--- src/hdl/pscc_ram.sv ---
`timescale 1ns / 1ps
// ----------------------------------------------------------------------------
// Generic simple dual-port RAM
// One write port, one read port with a registered, enabled read.
// ----------------------------------------------------------------------------
module pscc_ram #(
   parameter int WIDTH = 32,
   parameter int DEPTH = 16,
   localparam int AW   = (DEPTH > 1) ? $clog2(DEPTH) : 1
) (
   input  logic             clock,
   input  logic             wr_en,
   input  logic [AW-1:0]    wr_addr,
   input  logic [WIDTH-1:0] wr_data,
   input  logic             rd_en,
   input  logic [AW-1:0]    rd_addr,
   output logic [WIDTH-1:0] rd_data
);

   logic [WIDTH-1:0] mem [DEPTH];
   logic [WIDTH-1:0] rd_data_ff;

   always_ff @(posedge clock) begin
      if (wr_en) begin
         mem[wr_addr] <= wr_data;
      end
      if (rd_en) begin
         rd_data_ff <= mem[rd_addr];
      end
   end

   assign rd_data = rd_data_ff;

endmodule

--- config.mk ---
export PLATFORM = sky130hd
export DESIGN_NAME = pscc_ram
export DESIGN_NICKNAME = d
export VERILOG_FILES = /design/src/hdl/pscc_ram.sv
export SDC_FILE = /design/constraint.sdc
export NUM_CORES = 1
export LEC_CHECK = 0
export BUFFER_PORTS_ARGS = -buffer_cell sky130_fd_sc_hd__buf_4
export CAP_MARGIN = 20
export CORE_MARGIN = 4
export CORE_UTILIZATION = 58
export DETAILED_ROUTE_END_ITERATION = 16
export GPL_TIMING_DRIVEN = 0
export PLACE_DENSITY = 0.75
export SLEW_MARGIN = 20
export SYNTH_ARGS = -nofsm -noshare
export SYNTH_HDL_FRONTEND = slang
export SYNTH_SLANG_ARGS = --single-unit
--- constraint.sdc ---
create_clock -name clock -period 4.7 [get_ports clock]
set_input_delay 0.47 -clock clock [delete_from_list [all_inputs] [get_ports clock]]
set_output_delay 0.47 -clock clock [all_outputs]
set_load 0.1 [all_outputs]
==> key figures <==
Global route
  • GR Layer Usage met1: 33.7%
  • Largest net degree at the start of global routing: 33
  • Total gr overflow: 0
  • Vias in the first global route: 9900
  • Layer with the highest usage: met2
  • First-pass GRT wire length: around 67000 µm
  • M2 GR Usage: 40.1%
  • Initial antenna violation count: 2
  • Global Route Usage Sum: approximately a quarter
  • Met3 Resource Use GR: approximately 4%

Synthesis
  • Flops & latches, synth: 544
  • Mapped Avg Cell Area: 24.1 µm²
  • Number of distinct library cells after synthesis: 17
  • Top post-synthesis cells by area: edfxtp_1, mux4_2, a22oi_1
  • Mapped Cells: 838
  • Yosys top cell by area: edfxtp_1
  • Top_reg_cell synth: edfxtp_1
  • Syn_nets: 881
  • Most frequent cell after synthesis: edfxtp_1
  • Post-synth EDFFs: 544
  • Commonest cells post-synth: edfxtp_1, mux4_2, a22oi_1, nand2_1, clkbuf_1
  • Mapped Area: 20200 µm²
  • Sequential area share after synthesis: 81.0%
  • Post-synth ARST share: 0%
  • Synthesis Warnings: 0
  • Area share of the largest cell type after synthesis: 81.0%

Placed design
  • Worst slack, placed: between 2 and 2.5 ns
  • RePlAce Congestion: 0.740
  • Buffers on Ports: 72
  • Hpwl dp: 26600 µm

Critical path
  • Worst EP arrival: between 2 and 2.5 ns
  • R2R Setup Slk: approximately 3.2 ns
  • Critical Path Slowest Stage Cell: nor3_2
  • Crit-path max FO: 8
  • Cell mode on critical path: buf_4
  • Worst setup SP type: input port
  • Reg-to-reg critical path endpoint: rd_data[20]
  • Required @ worst endpoint: just under 5 ns
  • Worst path cell trace: buf_4, nand3b_1, nor3_2, buf_4, buf_6, buf_4
  • Worst path max stage delay: 0.66 ns
  • R2R cell count: 3
  • CP Capture Type: flip-flop
  • FF-to-FF Start: mem[11][20]
  • Worst Setup Path Type: input port to flip-flop

Pwr
  • Leakage: 7.62 nW
  • Power per cell area: 432 nW/µm²
  • Total Power: 0.0102 W
  • Worst vdd ir: between 300 and 400 µV

Finish
  • Fill count: 2021
  • Fin nets: between 1000 and 1500
  • P&R area growth vs syn: 17.2%
  • Final Util: between 60% and 70%
  • Layout cell share with drive strength beyond 1: 32.8%

Floorplanning
  • Die area: approximately 38000 µm²
  • Io pins: 75
  • Initial Utilization: 58.5%
  • Core area: 34500 µm²
  • Die H: 195 µm
  • Die Wd: a little under 200 µm
  • Site Rows: 68

Clock tree
  • Post-CTS setup buffers: 0
  • Clock Sinks: around 540
  • Worst skew pair latency: 0.56 ns
  • CTS resizes: 0
  • Bufs on Longest Clock Path: 3
  • H-tree depth: 2
  • CTS Buf Count: 52
  • Post-CTS Hold Fix Bufs: 0
  • Root buf cell: clkbuf_16
  • CTS tree: built
  • Clock slew at reported path FFs: 0.06 ns

Timing
  • Final setup margin: 2.60 ns
  • Worst-Margin Slew: about 0.95 ns
  • Fmax: 475 MHz
  • Fin. max-slew vios: 0
  • Setup TNS: 0 ns
  • Min Tclk post-route: 2.10 ns
  • Unrepaired setup endpoints after global routing: false
  • Setup Skew: 0.0105 ns
  • Final Hold Fails: 0
  • Fin crit share: roughly 45%
  • Worst rel slew slack: 36.9%
  • Setup violators final: 0

Route
  • Drc violations: 0
  • Drt wl/cell: 30.1 µm
  • Final ANT Viol Nets: 0
  • Vias post-DR: 9623
  • Final Routed Wirelength: 45000 µm
  • Initial drt markers: 1153
  • Via density: 6.43
  • Pre-antenna DRT Iters: 5

Worst hold path
  • Hold worst-path end: mem[1][26]
  • HP Start: wr_data[26]
  • WHS Path Cells: 1
  • Worst hold path class: input port to flip-flop

Outcome
  • Status: complete, no violations

Job
  • MaxCap Viol Count: 0
-- through the flow --
stage	cells	instance area [µm²]	hold slack (ns)
floorplan	838	20200	0.569
global placement	1365	21300	0.721
detailed placement	1403	22000	0.740
CTS	1495	23600	0.181
global route	1496	23700	0.203
finish	1496	23700	0.199
-- layout make-up --
cell class              count  area, µm²  area share, %
flip-flops and latches    544      16300           69.1
multi-input cells         251       3730           15.8
clock buffers              70       1390           5.88
repair buffers            110       1170           4.93
well taps                 455        569           2.41
clock inverters            22        238           1.01
plain buffers              43        223          0.942
diodes                      1       2.50         0.0106
-- cells in the final DEF (no fill, tap or decap) --
cell,count
nor2_1,1
buf_12,4
buf_8,2
clkinvlp_4,1
nor2_4,12
diode_2,1
nand3_1,1
buf_6,6
clkinv_1,6
buf_2,4
nand3b_1,2
buf_1,9
clkinv_4,1
nor3_2,4
inv_6,1
or3b_2,1
bufinv_16,5
and2_1,1
clkbuf_1,34
buf_16,13
nand2_1,33
mux4_2,128
a22oi_1,64
nand2b_1,2
nor2b_1,2
clkbuf_16,53
clkinv_2,8
buf_4,98
edfxtp_1,544
-- cells by family (layout without fill, tap and decap cells) --
family	count (synthesis)	after routing	share of synthesized area, %
flops	544	544	81.0
mux	128	128	14.3
compound gates	64	64	2.38
simple gates	59	59	1.25
buf+inv	43	245	1.10
other cells	0	1	0
-- how the worst max path moves through the flow --
stage               startpoint         end  slack (ns)  cells after the start
finish              wr_addr[2]  mem[8][29]        2.60                      6
global route        wr_addr[2]  mem[8][26]        2.55                      6
CTS                 wr_addr[2]  mem[8][26]        2.57                      6
detailed placement  wr_addr[2]  mem[8][30]        2.03                      6
global placement    wr_addr[2]  mem[0][24]       -1.57                      3
floorplan           wr_addr[2]   mem[0][0]        1.05                      2
-- report_power, final --
part           total [W]  internal (W)  switching [W]
Combinational   0.000699      0.000229       0.000470
Clock            0.00403       0.00234        0.00169
Sequential       0.00549       0.00546      0.0000299
-- state kept, by name, summed over array words and instances, names as in the netlist --
| signal | count |
|---|---|
| mem | 512 |
| rd_data | 32 |
-- layer usage --
layer	vias up	wire length, µm
met5	-	13
met4	2	1280
met3	84	3670
met2	566	23200
met1	5037	16800
li1	3934	-
-- worst max-delay path: cells and delay by family --
kind	cells	cell delay, ns
AND/OR/NAND/NOR	2	1.03
buffers and inverters	4	0.85
Note: power is estimated with default switching activity, not from simulation.
