**config.mk**
```make
export PLATFORM = sky130hd
export DESIGN_NAME = pscc_mul
export DESIGN_NICKNAME = d
export VERILOG_FILES = /design/src/hdl/pscc_pkg.sv /design/src/hdl/pscc_mul.sv
export SDC_FILE = /design/constraint.sdc
export NUM_CORES = 2
export LEC_CHECK = 0
export BUFFER_PORTS_ARGS = -buffer_cell sky130_fd_sc_hd__buf_2
export CAP_MARGIN = 20
export CORE_MARGIN = 2
export CORE_UTILIZATION = 30
export CTS_BUF_LIST = sky130_fd_sc_hd__clkbuf_16
export CTS_CLUSTER_SIZE = 16
export DETAILED_ROUTE_END_ITERATION = 7
export PLACE_DENSITY = 0.43
export SLEW_MARGIN = 0
export SYNTH_ARGS = -nofsm -noshare
export SYNTH_HDL_FRONTEND = slang
export SYNTH_SLANG_ARGS = --single-unit
export TNS_END_PERCENT = 1
```
**constraint.sdc**
```tcl
create_clock -name clock -period 7.2 [get_ports clock]
set_input_delay 0.72 -clock clock [delete_from_list [all_inputs] [get_ports clock]]
set_output_delay 0.72 -clock clock [all_outputs]
set_load 0.02 [all_outputs]
```
**src/hdl/pscc_pkg.sv**
```systemverilog
`timescale 1ns / 1ps
// ----------------------------------------------------------------------------
// Sensor Chebyshev correction package
// Shared widths, codes and arithmetic helpers for the correction table block.
// ----------------------------------------------------------------------------
package pscc_pkg;

   // Default geometry and series length.
   localparam int MAX_DEGREE_DEF = 12;
   localparam int LAYERS_DEF     = 6;
   localparam int LADDERS_DEF    = 16;
   localparam int WAFERS_DEF     = 7;
   localparam int HYBRIDS_DEF    = 2;

   // Field widths fixed by the item format.
   localparam int COEF_W  = 32;
   localparam int COORD_W = 20;
   localparam int DEG_W   = 5;
   localparam int IDX_W   = 4;
   localparam int SUM_W   = 38;

   // Multiplier widths: signed A times signed B, B split into two partial products.
   localparam int MUL_A_W  = 32;
   localparam int MUL_B_W  = 33;
   localparam int MUL_P_W  = MUL_A_W + MUL_B_W;
   localparam int MUL_LO_W = 17;

   // Division by three: floor(n/3) = (n * DIV3_MUL) >> DIV3_SHIFT for n < 2^20.
   localparam logic [21:0] DIV3_MUL   = 22'd699051;
   localparam int          DIV3_SHIFT = 21;

   // Chebyshev terms are Q.30 and clipped to a magnitude of 2^32-1.
   localparam logic signed [MUL_B_W-1:0] T_ONE   = 33'sd1073741824;
   localparam logic signed [MUL_P_W-1:0] T_LIMIT = 65'sd4294967295;

   typedef enum logic [1:0] {
      CMD_WR_DEGREE = 2'd0,
      CMD_WR_COEF   = 2'd1,
      CMD_EVALUATE  = 2'd2,
      CMD_RESERVED  = 2'd3
   } cmd_type;

   typedef enum logic [1:0] {
      ST_EVALUATED = 2'd0,
      ST_NO_CORR   = 2'd1,
      ST_RANGE_ERR = 2'd2,
      ST_WRITE_OK  = 2'd3
   } status_type;

   // Round v / 2^s to nearest, halves away from zero.
   function automatic logic signed [MUL_P_W-1:0] rnd_shift(
      input logic signed [MUL_P_W-1:0] v,
      input int                        s
   );
      logic signed [MUL_P_W-1:0] half;
      logic signed [MUL_P_W-1:0] neg;
      half = MUL_P_W'(65'sd1 <<< (s - 1));
      neg  = {{(MUL_P_W-1){1'b0}}, v[MUL_P_W-1]};
      return (v + half - neg) >>> s;
   endfunction

endpackage

```
**src/hdl/pscc_mul.sv**
```systemverilog
`timescale 1ns / 1ps
// ----------------------------------------------------------------------------
// Sensor Chebyshev correction multiplier
// Signed 32 x 33 bit product built from a low and a high partial product, registered in turn and then summed.
// ----------------------------------------------------------------------------
module pscc_mul (
   input  logic                                   clock,
   input  logic                                   reset,
   input  logic                                   start,
   input  logic signed [pscc_pkg::MUL_A_W-1:0]    op_a,
   input  logic signed [pscc_pkg::MUL_B_W-1:0]    op_b,
   output logic                                   done,
   output logic signed [pscc_pkg::MUL_P_W-1:0]    product
);

   localparam int LO_P_W = pscc_pkg::MUL_A_W + pscc_pkg::MUL_LO_W + 1;
   localparam int HI_W   = pscc_pkg::MUL_B_W - pscc_pkg::MUL_LO_W;
   localparam int HI_P_W = pscc_pkg::MUL_A_W + HI_W;

   logic signed [pscc_pkg::MUL_A_W-1:0] a_ff;
   logic signed [pscc_pkg::MUL_B_W-1:0] b_ff;
   logic signed [LO_P_W-1:0]            p_lo_ff, p_lo_in;
   logic signed [HI_P_W-1:0]            p_hi_ff, p_hi_in;
   logic signed [pscc_pkg::MUL_P_W-1:0] prod_ff, prod_in;
   logic [2:0]                          step_ff;
   logic                                done_ff;

   // Low part uses the unsigned low bits of B, high part the signed upper bits.
   always_comb begin
      p_lo_in = LO_P_W'(a_ff) *
                LO_P_W'($signed({1'b0, b_ff[pscc_pkg::MUL_LO_W-1:0]}));
      p_hi_in = HI_P_W'(a_ff) *
                HI_P_W'($signed(b_ff[pscc_pkg::MUL_B_W-1:pscc_pkg::MUL_LO_W]));
      prod_in = (pscc_pkg::MUL_P_W'(p_hi_ff) <<< pscc_pkg::MUL_LO_W) +
                pscc_pkg::MUL_P_W'(p_lo_ff);
   end

   always_ff @(posedge clock) begin
      if (reset) begin
         step_ff <= '0;
         done_ff <= 1'b0;
      end else begin
         step_ff <= {step_ff[1:0], start};
         done_ff <= step_ff[2];
      end
      if (start) begin
         a_ff <= op_a;
         b_ff <= op_b;
      end
      if (step_ff[0]) begin
         p_lo_ff <= p_lo_in;
      end
      if (step_ff[1]) begin
         p_hi_ff <= p_hi_in;
      end
      if (step_ff[2]) begin
         prod_ff <= prod_in;
      end
   end

   assign done    = done_ff;
   assign product = prod_ff;

endmodule

```
==> impl_metrics.yaml <==
global_routing:
  antenna_found_initial: 4
  globalRouteTotalUtil_pct: 18.04
  globalRouteOverflowTotal: 0
  via_count_of_the_first_global_routing_pass: 36354
  grt_max_degree: 67
  grt_pass1_wl_microns: 216500
sta:
  setup_violations: 0
  period_minus_slack_ps: 6933
  clock.fmax_mhz: 144.2
  clock_skew_ps: 53.29
  report.final.slew_viol_count: 0
  timing.final.hold_violations: 0
  worst-slew-pin-transition_ps: 994.5
  slew-limit-headroom_pct: 33.70
  unrepaired_setup_endpoints_after_global_routing: "yes"
  finalCritPeriodShare_pct: 96.29
  post-route-worst-setup-slack_ps: 267.4
  hold_slack_ps: 276.9
floorplan:
  die_width_microns: 397.7
  fp.coreArea_sq_mm: 0.1540
  die_height_microns: 397.7
  floorplan.rows: 144
  floorplan.io_pins: 134
  die_area_sq_mm: 0.1582
  starting_density_of_the_core_pct: 30.19
setup_path:
  crit_required_ps: 7580
  timing.rr.end: "p_lo_ff[46]"
  r2r_cells: 24
  setup.worst_path.end_class: "flop"
  critical_path.startpoint: "a_ff[11]"
  setup.worst_path.end: "p_lo_ff[46]"
  reg2reg_setup_slack_ps: 270
  critPathLaunchType: "flop"
  worst-endpoint-arrival_ps: 7310
  worst_path_class_setup: "reg2reg"
  worstReg2RegStart: "a_ff[11]"
  critPathMaxFanout: 17
final_layout:
  mostFrequentLayoutCells: "sky130_fd_sc_hd__inv_1 (1184), sky130_fd_sc_hd__fa_1 (1008), sky130_fd_sc_hd__nand2_1 (706)"
  regArea_sq_mm: 0.006933
  final_cell_area_sq_mm: 0.05226
  mostFrequentLayoutCell: "sky130_fd_sc_hd__inv_1"
  n_fill_cell: 15991
  fin_nets: 6383
  post_route_cells_drive_above_1_share_pct: 8.996
  layout-area-overhead-vs-synth_pct: 12.36
  multi_input_area_sq_mm: 0.03430
  final_util_pct: 33.92
cts:
  root_buffer: "sky130_fd_sc_hd__clkbuf_16"
  cts-root-to-sink-buffers: 3
  worst_setup_hold_path_clk_slew_ps: 70
  h-tree-depth: 2
  numClockSinks: 232
  cts_made_buffers: 38
  tritoncts: "yes"
  clkLatencyLatePin_ps: 630
routing:
  routedWlPerCell_microns: 19.10
  routed_via_density: 4.568
  residual_antenna_violating_net_count_after_detailed_routing: 0
  total_wire_length_microns: 135700
  detailedRoute.firstIterationViolations: 1672
  drc: 0
  drt-pass1-iter-count: 5
  vias: 32459
placement:
  post-place-ws_ps: 139.2
  placedInstanceArea_sq_mm: 0.05096
  io_buffer_count: 133
  gp_congestion: 0.8301
  dp_hpwl_microns: 110600
yosys:
  synth_compound_area_share_pct: 6.190
  synth.area.mux_share_pct: 0.02152
  syn_inst: 4865
  dominantRegCellSynth: "sky130_fd_sc_hd__edfxtp_1"
  synth-edff-count: 228
  ys_top_cells_by_area: "sky130_fd_sc_hd__fa_1 (43%), sky130_fd_sc_hd__edfxtp_1 (15%), sky130_fd_sc_hd__inv_1 (9.5%), sky130_fd_sc_hd__ha_1 (7.5%), sky130_fd_sc_hd__nand2_1 (5.7%)"
  ys_seq_elements: 232
  synth_simple_gate_area_share_pct: 13.83
  synth.largest_area_cell: "sky130_fd_sc_hd__fa_1"
  synth.net_count: 6220
  yosys.area.top_type_share_pct: 43.39
  synth_top_family_by_area: "adder cells"
  synth_cell_type_count: 75
  synth-seq-area-share_pct: 14.89
  syn_avg_cell_area_sq_um: 9.560
  synth-warning-count: 0
  mappedNetlistArea_sq_mm: 0.04651
  synth_fa_ha_area_share_pct: 50.89
  synthArstFlopShare_pct: 0
  synth_xor_xnor_area_share_pct: 2.749
flow_run:
  maxCapViolations: 0
outcome:
  run_status: "finished clean"
worst_hold_path:
  hp-class: "in2reg"
## state kept, by name, indices dropped and copies added, names as in the netlist
| register | cells |
|---|---|
| a_ff | 32 |
| product | 65 |
| p_lo_ff | 50 |
| b_ff | 33 |
| step_ff | 3 |
| done | 1 |
| p_hi_ff | 48 |
## cells by family after synthesis
kind of cell               after synthesis
AOI/OAI and AO/OA                      434
buffers and inverters                 1413
and+or+nand+nor                       1352
muxes                                    1
xor gates and xnor gates               146
DFF                                    232
adders and majority gates             1287
## synth_stat cells (5+ instances only)
library cell / number
sky130_fd_sc_hd__xnor2_1: 110
sky130_fd_sc_hd__and2_1: 399
sky130_fd_sc_hd__o21ai_0: 63
sky130_fd_sc_hd__o21a_1: 18
sky130_fd_sc_hd__o21ai_1: 9
sky130_fd_sc_hd__clkbuf_1: 231
sky130_fd_sc_hd__nand2b_1: 17
sky130_fd_sc_hd__nor4_1: 6
sky130_fd_sc_hd__inv_1: 1174
sky130_fd_sc_hd__nand3_1: 31
sky130_fd_sc_hd__o211ai_1: 11
sky130_fd_sc_hd__a31oi_1: 19
sky130_fd_sc_hd__a2111oi_0: 6
sky130_fd_sc_hd__a21o_1: 81
sky130_fd_sc_hd__nand2_1: 706
sky130_fd_sc_hd__o21bai_1: 25
sky130_fd_sc_hd__and4_1: 5
sky130_fd_sc_hd__edfxtp_1: 228
sky130_fd_sc_hd__or3_1: 7
sky130_fd_sc_hd__nor3_1: 23
sky130_fd_sc_hd__nor2b_1: 17
sky130_fd_sc_hd__a21oi_1: 136
sky130_fd_sc_hd__xor2_1: 36
sky130_fd_sc_hd__buf_2: 6
sky130_fd_sc_hd__fa_1: 1008
sky130_fd_sc_hd__or2_2: 6
sky130_fd_sc_hd__and3_1: 13
sky130_fd_sc_hd__a31o_2: 5
sky130_fd_sc_hd__nor2_1: 88
sky130_fd_sc_hd__a211oi_1: 8
sky130_fd_sc_hd__nand4_1: 26
sky130_fd_sc_hd__ha_1: 279
## metal layers
metal  global-route usage, %  share of wire, %
met1                   23.21                43
met2                   31.52                50
met3                   2.230               3.8
met4                   5.499               3.4
met5                       0            0.0096
## area by class of cell
class	instances	share of cell area [%]
clock inverter	32	0.4765
clock buffer	38	1.820
inverter	1175	8.440
multi-input combinational	3220	65.64
timing repair buffer	361	5.452
antenna	3	0.01437
tap	2044	4.894
sequential	232	13.27
## worst min path at each step
stage | to | slack, ps | depth (start not counted) | startpoint
global placement | product[1] | 400 | 0 | p_lo_ff[1]
CTS | a_ff[28] | 210 | 1 | op_a[28]
global route | a_ff[7] | 240 | 1 | op_a[7]
floorplan | product[0] | 400 | 0 | p_lo_ff[0]
finish | a_ff[28] | 280 | 1 | op_a[28]
detailed placement | product[2] | 400 | 0 | p_lo_ff[2]
## critical path, cell delays in order (launching register included)
cell and delay [ps]:
sky130_fd_sc_hd__edfxtp_1 600, sky130_fd_sc_hd__buf_6 270, sky130_fd_sc_hd__and2_1 190, sky130_fd_sc_hd__fa_1 540
sky130_fd_sc_hd__inv_1 60, sky130_fd_sc_hd__fa_1 460, sky130_fd_sc_hd__fa_1 520, sky130_fd_sc_hd__inv_1 60
sky130_fd_sc_hd__fa_1 480, sky130_fd_sc_hd__fa_1 490, sky130_fd_sc_hd__inv_1 50, sky130_fd_sc_hd__fa_1 470
sky130_fd_sc_hd__inv_1 40, sky130_fd_sc_hd__ha_1 350, sky130_fd_sc_hd__nand3_1 140, sky130_fd_sc_hd__or2_2 340
sky130_fd_sc_hd__o221a_2 310, sky130_fd_sc_hd__and3_1 150, sky130_fd_sc_hd__o21ai_0 130, sky130_fd_sc_hd__buf_4 200
sky130_fd_sc_hd__a21oi_1 120, sky130_fd_sc_hd__o31ai_1 330, sky130_fd_sc_hd__nor2_1 100, sky130_fd_sc_hd__xnor2_1 130
sky130_fd_sc_hd__buf_4 130
## what timing repair did
action,4_1_cts,5_1_grt
setup endpoints to repair,0,25
hold buffers,0,0
endpoints found under the hold margin,0,0
buffers inserted,0,6
gates resized for setup,0,12
## metrics by stage
step	setup TNS [ps]	std cells
6_report	0	7105
5_1_grt	-65.27	7102
4_1_cts	0	7096
3_5_place_dp	0	7026
3_3_place_gp	0	7026
2_1_floorplan	0	4865
Power is left out: the tool's default activity adds up to more than one toggle a clock period on the data nets, which glitch-free logic cannot reach.
